--- config.mk ---
export PLATFORM = sky130hd
export DESIGN_NAME = stepper_ramp_step_generator_core_flat
export DESIGN_NICKNAME = d
export VERILOG_FILES = /design/src/hw/rtl/srsg_pkg.sv /design/src/hw/rtl/srsg_if.sv /design/src/hw/rtl/srsg_div.sv /design/src/hw/rtl/stepper_ramp_step_generator_core.sv /design/src/flat_wrapper.sv
export SDC_FILE = /design/constraint.sdc
export NUM_CORES = 1
export LEC_CHECK = 0
export BUFFER_PORTS_ARGS = -buffer_cell sky130_fd_sc_hd__clkbuf_2
export CAP_MARGIN = 10
export CORE_MARGIN = 2
export CORE_UTILIZATION = 56
export DETAILED_ROUTE_END_ITERATION = 16
export PLACE_DENSITY_LB_ADDON = 0.15
export SLEW_MARGIN = 20
export SYNTH_ARGS = -nofsm -noshare
export SYNTH_HDL_FRONTEND = slang
export SYNTH_SLANG_ARGS = --single-unit
--- constraint.sdc ---
create_clock -name i_clk -period 4.6 [get_ports i_clk]
set_input_delay 0.46 -clock i_clk [delete_from_list [all_inputs] [get_ports i_clk]]
set_output_delay 0.46 -clock i_clk [all_outputs]
set_load 0.05 [all_outputs]
--- src/hw/rtl/srsg_pkg.sv ---
`default_nettype none

package srsg_pkg;

    // Field widths.
    localparam int SPEED_W = 24;
    localparam int TARGET_W = 25;
    localparam int TIME_W = 32;
    localparam int TOP_W = 16;
    localparam int HALF_W = 19;
    localparam int KIND_W = 2;
    localparam int CFG_IDX_W = 2;

    // The divider computes HALF_SECOND_US / (speed >> 8).
    localparam int DIVISOR_W = SPEED_W - 8;
    localparam int QUO_W = HALF_W;
    localparam int DIV_CNT_W = $clog2(QUO_W);
    localparam logic [HALF_W-1:0] HALF_SECOND_US = HALF_W'(500000);

    // Configuration reset values.
    localparam logic [SPEED_W-1:0] MAX_SPEED_RST = SPEED_W'(1024000);
    localparam logic [SPEED_W-1:0] MIN_SPEED_RST = SPEED_W'(256);
    localparam logic [SPEED_W-1:0] ACCEL_RST = SPEED_W'(256);

    // Configuration register indexes.
    localparam logic [CFG_IDX_W-1:0] REG_MAX_SPEED = 2'd0;
    localparam logic [CFG_IDX_W-1:0] REG_MIN_SPEED = 2'd1;
    localparam logic [CFG_IDX_W-1:0] REG_ACCEL = 2'd2;

    typedef enum logic [KIND_W-1:0] {
        KIND_SERVICE = 2'd0,
        KIND_TARGET  = 2'd1,
        KIND_TOP     = 2'd2
    } t_kind;

    typedef enum logic [2:0] {
        S_IDLE,
        S_EXEC,
        S_RAMP,
        S_SPEED,
        S_DIV,
        S_PUSH
    } t_state;

    typedef struct packed {
        logic                 start;
        logic [DIVISOR_W-1:0] divisor;
    } t_div_req;

    typedef struct packed {
        logic             done;
        logic [QUO_W-1:0] quotient;
    } t_div_rsp;

endpackage

`default_nettype wire

--- src/hw/rtl/srsg_if.sv ---
`default_nettype none

// Input item channel.
interface srsg_in_if;
    logic                                   valid;
    logic                                   ready;
    logic [srsg_pkg::KIND_W-1:0]            kind;
    logic [srsg_pkg::TIME_W-1:0]            now_us;
    logic signed [srsg_pkg::TARGET_W-1:0]   target_speed;
    logic [srsg_pkg::TOP_W-1:0]             top_value;

    modport source (output valid, kind, now_us, target_speed, top_value, input ready);
    modport sink (input valid, kind, now_us, target_speed, top_value, output ready);
endinterface

// Result channel.
interface srsg_out_if;
    logic                           valid;
    logic                           ready;
    logic                           step_out;
    logic                           driver_on;
    logic [srsg_pkg::SPEED_W-1:0]   speed_now;
    logic [srsg_pkg::HALF_W-1:0]    half_period_us;

    modport source (output valid, step_out, driver_on, speed_now, half_period_us,
                    input ready);
    modport sink (input valid, step_out, driver_on, speed_now, half_period_us,
                  output ready);
endinterface

// Configuration write channel.
interface srsg_cfg_if;
    logic                               valid;
    logic                               ready;
    logic [srsg_pkg::CFG_IDX_W-1:0]     index;
    logic [srsg_pkg::SPEED_W-1:0]       data;

    modport source (output valid, index, data, input ready);
    modport sink (input valid, index, data, output ready);
endinterface

`default_nettype wire

--- src/hw/rtl/srsg_div.sv ---
`default_nettype none

// Restoring divider of the fixed half-second constant by a 16-bit speed,
// one quotient bit per cycle.
module srsg_div (
    input  wire logic               i_clk,
    input  wire logic               i_rst_n,
    input  wire srsg_pkg::t_div_req i_req,
    output srsg_pkg::t_div_rsp      o_rsp
);

    localparam logic [srsg_pkg::DIV_CNT_W-1:0] LAST_STEP =
        srsg_pkg::DIV_CNT_W'(srsg_pkg::QUO_W - 1);

    logic                                r_busy, n_busy;
    logic                                r_done, n_done;
    logic [srsg_pkg::DIV_CNT_W-1:0]      r_cnt, n_cnt;
    logic [srsg_pkg::DIVISOR_W-1:0]      r_rem, n_rem;
    logic [srsg_pkg::DIVISOR_W-1:0]      r_divisor, n_divisor;
    logic [srsg_pkg::QUO_W-1:0]          r_quo, n_quo;
    logic [srsg_pkg::DIVISOR_W:0]        w_trial;
    logic [srsg_pkg::DIVISOR_W:0]        w_diff;
    logic                                w_fits;

    always_comb begin
        w_trial = {r_rem, r_quo[srsg_pkg::QUO_W-1]};
        w_diff = w_trial - {1'b0, r_divisor};
        w_fits = w_trial >= {1'b0, r_divisor};
    end

    always_comb begin
        n_busy = r_busy;
        n_done = 1'b0;
        n_cnt = r_cnt;
        n_rem = r_rem;
        n_divisor = r_divisor;
        n_quo = r_quo;
        if (i_req.start) begin
            n_busy = 1'b1;
            n_cnt = '0;
            n_rem = '0;
            n_divisor = i_req.divisor;
            n_quo = srsg_pkg::HALF_SECOND_US;
        end else if (r_busy) begin
            // The partial remainder stays below the divisor, so 16 bits hold it.
            n_rem = w_fits ? w_diff[srsg_pkg::DIVISOR_W-1:0]
                           : w_trial[srsg_pkg::DIVISOR_W-1:0];
            n_quo = {r_quo[srsg_pkg::QUO_W-2:0], w_fits};
            n_cnt = r_cnt + 1'b1;
            if (r_cnt == LAST_STEP) begin
                n_busy = 1'b0;
                n_done = 1'b1;
            end
        end
    end

    always_ff @(posedge i_clk) begin
        if (!i_rst_n) begin
            r_busy <= 1'b0;
            r_done <= 1'b0;
            r_cnt <= '0;
        end else begin
            r_busy <= n_busy;
            r_done <= n_done;
            r_cnt <= n_cnt;
        end
        r_rem <= n_rem;
        r_divisor <= n_divisor;
        r_quo <= n_quo;
    end

    assign o_rsp.done = r_done;
    assign o_rsp.quotient = r_quo;

endmodule

`default_nettype wire

--- src/hw/rtl/stepper_ramp_step_generator_core.sv ---
`default_nettype none

// Stepper step generator with a linear speed ramp.
// Items arrive on i_in as valid/ready transactions. Kind service carries a
// microsecond timestamp: the step level toggles once the half period has
// elapsed, the speed ramps toward the goal, and the half period is refreshed
// as 500000 / integer speed, or zeroed below the minimum or at integer speed zero.
// Kind set-target clamps and stores the goal speed; kind set-top sets the half period
// to (top + 1) / 2. Each item yields exactly one result transaction on o_out with
// the step level, driver enable, current speed and half period after the item.
// Set-target, set-top and unused kinds go from S_EXEC straight to S_PUSH; a
// service item passes S_EXEC, S_RAMP and S_SPEED, then S_DIV when a division
// runs, before S_PUSH. The serial divider makes one quotient bit per cycle over
// 19 bits. One item is in flight at a time; i_in.ready is high only in
// the idle state, so the next item can be taken as the previous result appears.
// A finished result sits in an output register, so a new item is accepted
// while the receiver stalls; the following result waits until that register
// has been taken. Configuration writes on i_cfg are always accepted.
// Reset (synchronous, active low) clears speeds, step level, timestamp and
// half period, disables the driver, and loads the configuration defaults.
module stepper_ramp_step_generator_core (
    input  wire logic   i_clk,
    input  wire logic   i_rst_n,
    srsg_in_if.sink     i_in,
    srsg_out_if.source  o_out,
    srsg_cfg_if.sink    i_cfg
);

    // Configuration registers.
    logic [srsg_pkg::SPEED_W-1:0] r_max_speed;
    logic [srsg_pkg::SPEED_W-1:0] r_min_speed;
    logic [srsg_pkg::SPEED_W-1:0] r_accel;

    // Sequencer and captured item.
    srsg_pkg::t_state                      r_state, n_state;
    logic [srsg_pkg::KIND_W-1:0]           r_kind, n_kind;
    logic [srsg_pkg::TIME_W-1:0]           r_now, n_now;
    logic signed [srsg_pkg::TARGET_W-1:0]  r_target, n_target;
    logic [srsg_pkg::TOP_W-1:0]            r_top, n_top;

    // Architectural state.
    logic [srsg_pkg::SPEED_W-1:0] r_goal, n_goal;
    logic [srsg_pkg::SPEED_W-1:0] r_ramp, n_ramp;
    logic [srsg_pkg::HALF_W-1:0]  r_half, n_half;
    logic                         r_pin, n_pin;
    logic [srsg_pkg::TIME_W-1:0]  r_last, n_last;
    logic                         r_enabled, n_enabled;

    // Output register.
    logic                         r_out_valid, n_out_valid;
    logic                         r_out_step, n_out_step;
    logic                         r_out_drv, n_out_drv;
    logic [srsg_pkg::SPEED_W-1:0] r_out_speed, n_out_speed;
    logic [srsg_pkg::HALF_W-1:0]  r_out_half, n_out_half;

    // Serial divider instance.
    srsg_pkg::t_div_req w_div_req;
    srsg_pkg::t_div_rsp w_div_rsp;

    logic                           w_in_fire;
    logic                           w_out_free;
    logic [srsg_pkg::TIME_W-1:0]    w_elapsed;
    logic                           w_toggle;
    logic [srsg_pkg::SPEED_W:0]     w_sum;
    logic [srsg_pkg::SPEED_W-1:0]   w_gap;
    logic [srsg_pkg::SPEED_W-1:0]   w_ramp_next;
    logic [srsg_pkg::TOP_W:0]       w_top_half;
    logic [srsg_pkg::DIVISOR_W-1:0] w_whole;
    logic                           w_below_min;
    logic                           w_div_go;

    assign i_in.ready = (r_state == srsg_pkg::S_IDLE);
    assign i_cfg.ready = 1'b1;
    assign w_in_fire = i_in.valid && (r_state == srsg_pkg::S_IDLE);
    // The output slot can take a new result when empty or being drained now.
    assign w_out_free = !r_out_valid || o_out.ready;

    // Configuration writes; an index beyond the register list is dropped.
    always_ff @(posedge i_clk) begin
        if (!i_rst_n) begin
            r_max_speed <= srsg_pkg::MAX_SPEED_RST;
            r_min_speed <= srsg_pkg::MIN_SPEED_RST;
            r_accel <= srsg_pkg::ACCEL_RST;
        end else if (i_cfg.valid) begin
            unique case (i_cfg.index)
                srsg_pkg::REG_MAX_SPEED: r_max_speed <= i_cfg.data;
                srsg_pkg::REG_MIN_SPEED: r_min_speed <= i_cfg.data;
                srsg_pkg::REG_ACCEL: r_accel <= i_cfg.data;
                default: ;
            endcase
        end
    end

    // Toggle test: the wrapped elapsed time against the half period.
    always_comb begin
        w_elapsed = r_now - r_last;
        w_toggle = (r_half != '0) &&
                   (w_elapsed >= {{(srsg_pkg::TIME_W - srsg_pkg::HALF_W){1'b0}}, r_half});
    end

    // Ramp one step toward the goal without passing it. A zero acceleration
    // means the speed jumps straight to the goal.
    always_comb begin
        w_sum = {1'b0, r_ramp} + {1'b0, r_accel};
        w_gap = r_ramp - r_goal;
        w_ramp_next = r_ramp;
        if (r_accel == '0) begin
            w_ramp_next = r_goal;
        end else if (r_ramp < r_goal) begin
            w_ramp_next = (w_sum > {1'b0, r_goal}) ? r_goal
                                                   : w_sum[srsg_pkg::SPEED_W-1:0];
        end else if (r_ramp > r_goal) begin
            w_ramp_next = (w_gap <= r_accel) ? r_goal : (r_ramp - r_accel);
        end
    end

    // A zero top also yields a zero half period here, since (0 + 1) / 2 = 0.
    assign w_top_half = ({1'b0, r_top} + 1'b1) >> 1;

    // Speed check, done on the freshly ramped speed.
    always_comb begin
        w_whole = r_ramp[srsg_pkg::SPEED_W-1:8];
        w_below_min = r_ramp < r_min_speed;
        w_div_go = !w_below_min && (w_whole != '0);
    end

    // Next-state logic.
    always_comb begin
        n_state = r_state;
        unique case (r_state)
            srsg_pkg::S_IDLE: begin
                if (w_in_fire) n_state = srsg_pkg::S_EXEC;
            end
            srsg_pkg::S_EXEC: begin
                n_state = (r_kind == srsg_pkg::KIND_SERVICE) ? srsg_pkg::S_RAMP
                                                              : srsg_pkg::S_PUSH;
            end
            srsg_pkg::S_RAMP: n_state = srsg_pkg::S_SPEED;
            srsg_pkg::S_SPEED: begin
                n_state = w_div_go ? srsg_pkg::S_DIV : srsg_pkg::S_PUSH;
            end
            srsg_pkg::S_DIV: begin
                if (w_div_rsp.done) n_state = srsg_pkg::S_PUSH;
            end
            srsg_pkg::S_PUSH: begin
                if (w_out_free) n_state = srsg_pkg::S_IDLE;
            end
            default: n_state = srsg_pkg::S_IDLE;
        endcase
    end

    // Datapath and output updates per state.
    always_comb begin
        n_kind = r_kind;
        n_now = r_now;
        n_target = r_target;
        n_top = r_top;
        n_goal = r_goal;
        n_ramp = r_ramp;
        n_half = r_half;
        n_pin = r_pin;
        n_last = r_last;
        n_enabled = r_enabled;
        n_out_valid = r_out_valid && !o_out.ready;
        n_out_step = r_out_step;
        n_out_drv = r_out_drv;
        n_out_speed = r_out_speed;
        n_out_half = r_out_half;
        w_div_req.start = 1'b0;
        w_div_req.divisor = w_whole;

        unique case (r_state)
            srsg_pkg::S_IDLE: begin
                if (w_in_fire) begin
                    n_kind = i_in.kind;
                    n_now = i_in.now_us;
                    n_target = i_in.target_speed;
                    n_top = i_in.top_value;
                end
            end
            srsg_pkg::S_EXEC: begin
                case (r_kind)
                    srsg_pkg::KIND_SERVICE: begin
                        if (w_toggle) begin
                            n_last = r_now;
                            n_pin = !r_pin;
                        end
                    end
                    srsg_pkg::KIND_TARGET: begin
                        // Negative requests stop; large ones clamp to the maximum.
                        if (r_target[srsg_pkg::TARGET_W-1]) begin
                            n_goal = '0;
                        end else if (r_target[srsg_pkg::SPEED_W-1:0] > r_max_speed) begin
                            n_goal = r_max_speed;
                        end else begin
                            n_goal = r_target[srsg_pkg::SPEED_W-1:0];
                        end
                    end
                    srsg_pkg::KIND_TOP: begin
                        n_enabled = (r_top != '0);
                        n_half = srsg_pkg::HALF_W'(w_top_half);
                    end
                    default: ;
                endcase
            end
            srsg_pkg::S_RAMP: n_ramp = w_ramp_next;
            srsg_pkg::S_SPEED: begin
                // Below the minimum the driver sleeps. An integer speed of zero
                // keeps the driver awake but produces no pulses.
                n_enabled = !w_below_min;
                if (!w_div_go) n_half = '0;
                w_div_req.start = w_div_go;
            end
            srsg_pkg::S_DIV: begin
                if (w_div_rsp.done) n_half = w_div_rsp.quotient;
            end
            srsg_pkg::S_PUSH: begin
                if (w_out_free) begin
                    n_out_valid = 1'b1;
                    n_out_step = r_pin;
                    n_out_drv = r_enabled;
                    n_out_speed = r_ramp;
                    n_out_half = r_half;
                end
            end
            default: ;
        endcase
    end

    always_ff @(posedge i_clk) begin
        if (!i_rst_n) begin
            r_state <= srsg_pkg::S_IDLE;
            r_out_valid <= 1'b0;
            r_goal <= '0;
            r_ramp <= '0;
            r_half <= '0;
            r_pin <= 1'b0;
            r_last <= '0;
            r_enabled <= 1'b0;
        end else begin
            r_state <= n_state;
            r_out_valid <= n_out_valid;
            r_goal <= n_goal;
            r_ramp <= n_ramp;
            r_half <= n_half;
            r_pin <= n_pin;
            r_last <= n_last;
            r_enabled <= n_enabled;
        end
        r_kind <= n_kind;
        r_now <= n_now;
        r_target <= n_target;
        r_top <= n_top;
        r_out_step <= n_out_step;
        r_out_drv <= n_out_drv;
        r_out_speed <= n_out_speed;
        r_out_half <= n_out_half;
    end

    srsg_div u_div (
        .i_clk   (i_clk),
        .i_rst_n (i_rst_n),
        .i_req   (w_div_req),
        .o_rsp   (w_div_rsp)
    );

    assign o_out.valid = r_out_valid;
    assign o_out.step_out = r_out_step;
    assign o_out.driver_on = r_out_drv;
    assign o_out.speed_now = r_out_speed;
    assign o_out.half_period_us = r_out_half;

    // A sleeping driver never has a running half period.
    a_off_no_period: assert property (@(posedge i_clk) disable iff (!i_rst_n)
        !r_enabled |-> (r_half == '0))
        else $error("driver disabled with nonzero half period");

    // The half period never exceeds half a second.
    a_period_range: assert property (@(posedge i_clk) disable iff (!i_rst_n)
        r_half <= srsg_pkg::HALF_SECOND_US)
        else $error("half period out of range");

    // A division result arrives only while the sequencer waits for it.
    a_div_done_in_wait: assert property (@(posedge i_clk) disable iff (!i_rst_n)
        w_div_rsp.done |-> (r_state == srsg_pkg::S_DIV))
        else $error("divider finished outside the wait state");

    // An accepted item always leaves the idle state at the next edge.
    a_accept_busy: assert property (@(posedge i_clk) disable iff (!i_rst_n)
        w_in_fire |=> (r_state == srsg_pkg::S_EXEC))
        else $error("accepted item not taken up");

endmodule

`default_nettype wire
--- src/flat_wrapper.sv ---
// flat-port wrapper written by rule: the top's interface ports become plain ports
module stepper_ramp_step_generator_core_flat 
  (i_clk, i_rst_n, i_in_valid, i_in_kind, i_in_now_us, i_in_target_speed, i_in_top_value, i_in_ready, o_out_valid, o_out_step_out, o_out_driver_on, o_out_speed_now, o_out_half_period_us, o_out_ready, i_cfg_valid, i_cfg_index, i_cfg_data, i_cfg_ready);
  srsg_in_if i_in_i ();
  srsg_out_if o_out_i ();
  srsg_cfg_if i_cfg_i ();
  input  wire logic i_clk;
  input  wire logic i_rst_n;
  input wire logic [$bits(i_in_i.valid)-1:0] i_in_valid;
  input wire logic [$bits(i_in_i.kind)-1:0] i_in_kind;
  input wire logic [$bits(i_in_i.now_us)-1:0] i_in_now_us;
  input wire logic [$bits(i_in_i.target_speed)-1:0] i_in_target_speed;
  input wire logic [$bits(i_in_i.top_value)-1:0] i_in_top_value;
  output wire logic [$bits(i_in_i.ready)-1:0] i_in_ready;
  output wire logic [$bits(o_out_i.valid)-1:0] o_out_valid;
  output wire logic [$bits(o_out_i.step_out)-1:0] o_out_step_out;
  output wire logic [$bits(o_out_i.driver_on)-1:0] o_out_driver_on;
  output wire logic [$bits(o_out_i.speed_now)-1:0] o_out_speed_now;
  output wire logic [$bits(o_out_i.half_period_us)-1:0] o_out_half_period_us;
  input wire logic [$bits(o_out_i.ready)-1:0] o_out_ready;
  input wire logic [$bits(i_cfg_i.valid)-1:0] i_cfg_valid;
  input wire logic [$bits(i_cfg_i.index)-1:0] i_cfg_index;
  input wire logic [$bits(i_cfg_i.data)-1:0] i_cfg_data;
  output wire logic [$bits(i_cfg_i.ready)-1:0] i_cfg_ready;
  assign i_in_i.valid = i_in_valid;
  assign i_in_i.kind = i_in_kind;
  assign i_in_i.now_us = i_in_now_us;
  assign i_in_i.target_speed = i_in_target_speed;
  assign i_in_i.top_value = i_in_top_value;
  assign i_in_ready = i_in_i.ready;
  assign o_out_valid = o_out_i.valid;
  assign o_out_step_out = o_out_i.step_out;
  assign o_out_driver_on = o_out_i.driver_on;
  assign o_out_speed_now = o_out_i.speed_now;
  assign o_out_half_period_us = o_out_i.half_period_us;
  assign o_out_i.ready = o_out_ready;
  assign i_cfg_i.valid = i_cfg_valid;
  assign i_cfg_i.index = i_cfg_index;
  assign i_cfg_i.data = i_cfg_data;
  assign i_cfg_ready = i_cfg_i.ready;
  stepper_ramp_step_generator_core u_core (.i_clk(i_clk), .i_rst_n(i_rst_n), .i_in(i_in_i), .o_out(o_out_i), .i_cfg(i_cfg_i));
endmodule
==> impl_metrics.yaml <==
flow_run:
  max_cap_violations: 0
setup_path:
  cp_slowest_stage_delay_ns: 0.43
  crit_fanout: 5
  cp_cell_sequence: "inv_2 -> ha_4 -> or3_4 -> or4_4 -> nand2b_4 -> o2111ai_4 -> nand4_1 -> nand3b_1 -> and2_4 -> nor2_4 -> xnor2_2 -> ha_1 -> nand4_1 -> nor3_1 -> nand3_1 -> o21ai_1 -> nand2_1 -> nor4_4 -> and2_4 -> buf_6 -> nor2_1 -> a221o_1 -> a21o_1"
  worstPathArrival_ns: 5.20
  critPathLaunchType: "flip-flop"
  reg2reg_depth: 23
  end_kind: "flip-flop"
  worstSetupPathType: "reg -> reg"
  cp_slowest_cell: "or4_4"
  crit_required_ns: 5.06
synthesis:
  synthArstFlopShare: 0
  avgSynthCellArea_sq_um: 8.696
  yosys_warnings: 0
  ys.flop_type: "dfxtp_1"
  synth_area_sq_mm: 0.02307
  yosys.cell_types.count: 82
  synth-edff-count: 136
  syn_nets: 3000
  ys_ff_latch: 355
  synth_cells: 2653
  ys_seq_area_frac: 0.3671
power:
  vdd_ir_drop_max_uv: 790.5
  p_comb_frac: 0.655
  p_sw_w: 0.009532
  p_sw_frac: 0.4465
  leakage_nw: 12.64
  p_per_area_mw_per_mm2: 744.5
  p_clk_frac: 0.151
  internal-power_w: 0.01182
  seq_power_share: 0.194
  finalPower_w: 0.02135
global_routing:
  grt_pass1_wl_mm: 112.7
  grt_usage: 0.3382
  antenna_found_initial: 2
  grt_max_degree: 107
  overflow: 0
  first_global_vias: 20917
cells_and_area:
  fillCellCount: 3241
  nets: 3372
  final_cell_mix: "nand2_1 (300), buf_4 (277), ha_1 (223)"
  fin_cells: 3597
  final_common_cell: "nand2_1"
  final_core_util: 0.7038
  area_growth_pct: 24.29
  layout-drive-gt1-share: 0.2292
  fin_area_sq_mm: 0.02867
clock_network:
  cts_root_buf: "clkbuf_16"
  cts_max_level: 2
  cts_tree: "yes"
  cts_buffers: 41
  cts_sinks: 355
  clkSlewWorstSetupHoldPaths_ns: 0.06
  insertion_delay_ns: 0.58
  clk_path_buf_depth: 3
  holdBufCountCts: 0
detailed_routing:
  drc: 0
  via_count: 21888
  viasPerCell: 6.085
  wire_per_inst_um: 20.87
  first_iter_violations: 1861
  routed_wl_mm: 75.07
  drt_first_pass_iters: 5
  postRouteAntennaNets: 0
status:
  status: "complete, but fails checks"
  violations: "setup timing"
sta:
  timing.final.crit_share: 1.032
  slew_headroom: 0.2736
  period_needed_ns: 4.747
  setup_ws_ns: -0.1468
  fmax_ghz: 0.2107
  fin_worst_skew_ns: 0.02245
  hold_violations: 0
  rsz0062_at_grt: "yes"
  tightestPinTransition_ns: 1.090
  setup_violations: 24
  drv_slew: 0
floorplanning:
  coreArea_sq_mm: 0.04074
  rows: 74
  die_y_um: 207.0
  dieArea_sq_mm: 0.04283
  ios: 154
  start_util: 0.5663
  die_x_um: 207.0
worst_hold_path:
  hold_path_class: "in -> reg"
  hold_depth: 1
placement:
  place_hpwl_mm: 55.95
  portBuffers: 152
  gp_congestion: 1.011
  pre_cts_slack_ns: -0.4715
  dp.cells: 3483
  dpl_cell_area_sq_mm: 0.02617
registers in the layout, summed over array words and instances (netlist names), 24 cells and up:
register and flops:
u_core.r_last 32, u_core.r_ramp 24, u_core.r_goal 24, u_core.r_max_speed 24, u_core.r_target 25, u_core.o_out.speed_now 24
u_core.r_min_speed 24, u_core.r_accel 24, u_core.r_now 32
critical path: cells and delay by family (launching register included):
kind	cells	cell delay [ns]
simple gates	14	2.61
compound gates	4	0.85
fa+ha+maj	2	0.53
flops	1	0.33
buf+inv	2	0.17
xor+xnor	1	0.13
power by group through the flow:
stage                     registers, W  logic (W)  clock network (W)
after floorplan                0.00417    0.00723                  0
after detailed placement       0.00417     0.0120                  0
after global placement         0.00415     0.0118                  0
after global routing           0.00417     0.0151            0.00337
after CTS                      0.00412     0.0130            0.00326
final                          0.00413     0.0140            0.00322
metrics by stage:
| step | hold WS (ns) | setup TNS, ns |
|---|---|---|
| CTS | 0.03549 | -0.1322 |
| detailed placement | 0.4266 | -15.54 |
| global placement | 0.4193 | -17.91 |
| global route | 0.04273 | -6.450 |
| finish | 0.05337 | -1.765 |
| floorplan | 0.4090 | -0.01670 |
Yosys cell counts, drive strengths merged, types with 50 or more instances:
cell	n	area, sq um
a21boi	72	540.5
a21o	63	473.0
a21oi	170	858.3
and3	50	312.8
clkbuf	111	416.7
dfxtp	219	4384
edfxtp	136	4084
ha	236	2953
inv	207	777.0
nand2	306	1149
nand3	63	315.3
nor2	175	656.9
o21ai	156	784.5
xnor2	71	621.9
cells by family (layout without fill, tap and decap cells):
logic type                 Yosys count  after routing  share of synthesized area
muxes                               48             48                    0.02104
xor gates and xnor gates           105            105                    0.03986
DFF                                355            355                     0.3671
other                                1              8                  0.0001626
and+or+nand+nor                    854            854                     0.1778
buffers and inverters              333            738                    0.05527
AOI/OAI and AO/OA                  716            716                     0.2065
adders and majority gates          241            241                     0.1323
worst paths after layout:
kind	startpoint	end	slack, ns
hold reg to reg	u_core.r_enabled	u_core.o_out.driver_on	0.44
hold / removal	i_in_top_value[15]	u_core.r_top[15]	0.05
setup reg to reg	u_core.r_accel[10]	u_core.r_ramp[22]	-0.15
setup / recovery	u_core.r_accel[10]	u_core.r_ramp[22]	-0.15
layout make-up:
cell class / instances / area [sq um] / share of cell area
inverters: 209 / 787.0 / 0.02745
clock buffers: 61 / 1182 / 0.04124
diodes: 7 / 17.52 / 0.0006109
well taps: 532 / 665.6 / 0.02321
repair buffers: 453 / 3196 / 0.1114
flip-flops and latches: 355 / 8492 / 0.2962
clock inverters: 15 / 136.4 / 0.004756
multi-input cells: 1965 / 14200 / 0.4951
routing by layer:
metal | wire length [um] | GRT usage
met5 | 16 | 0
met4 | 3949 | 0.1715
met3 | 4634 | 0.04129
met2 | 35010 | 0.5596
met1 | 31460 | 0.4357
repair_timing:
action / 4_1_cts / 5_1_grt
buffers inserted: 15 / 13
resized for setup: 104 / 126
gates cloned: 1 / 3
endpoints found under the setup margin: 57 / 57
pin swaps: 59 / 112
No activity file was read; power rests on OpenSTA's default activity.
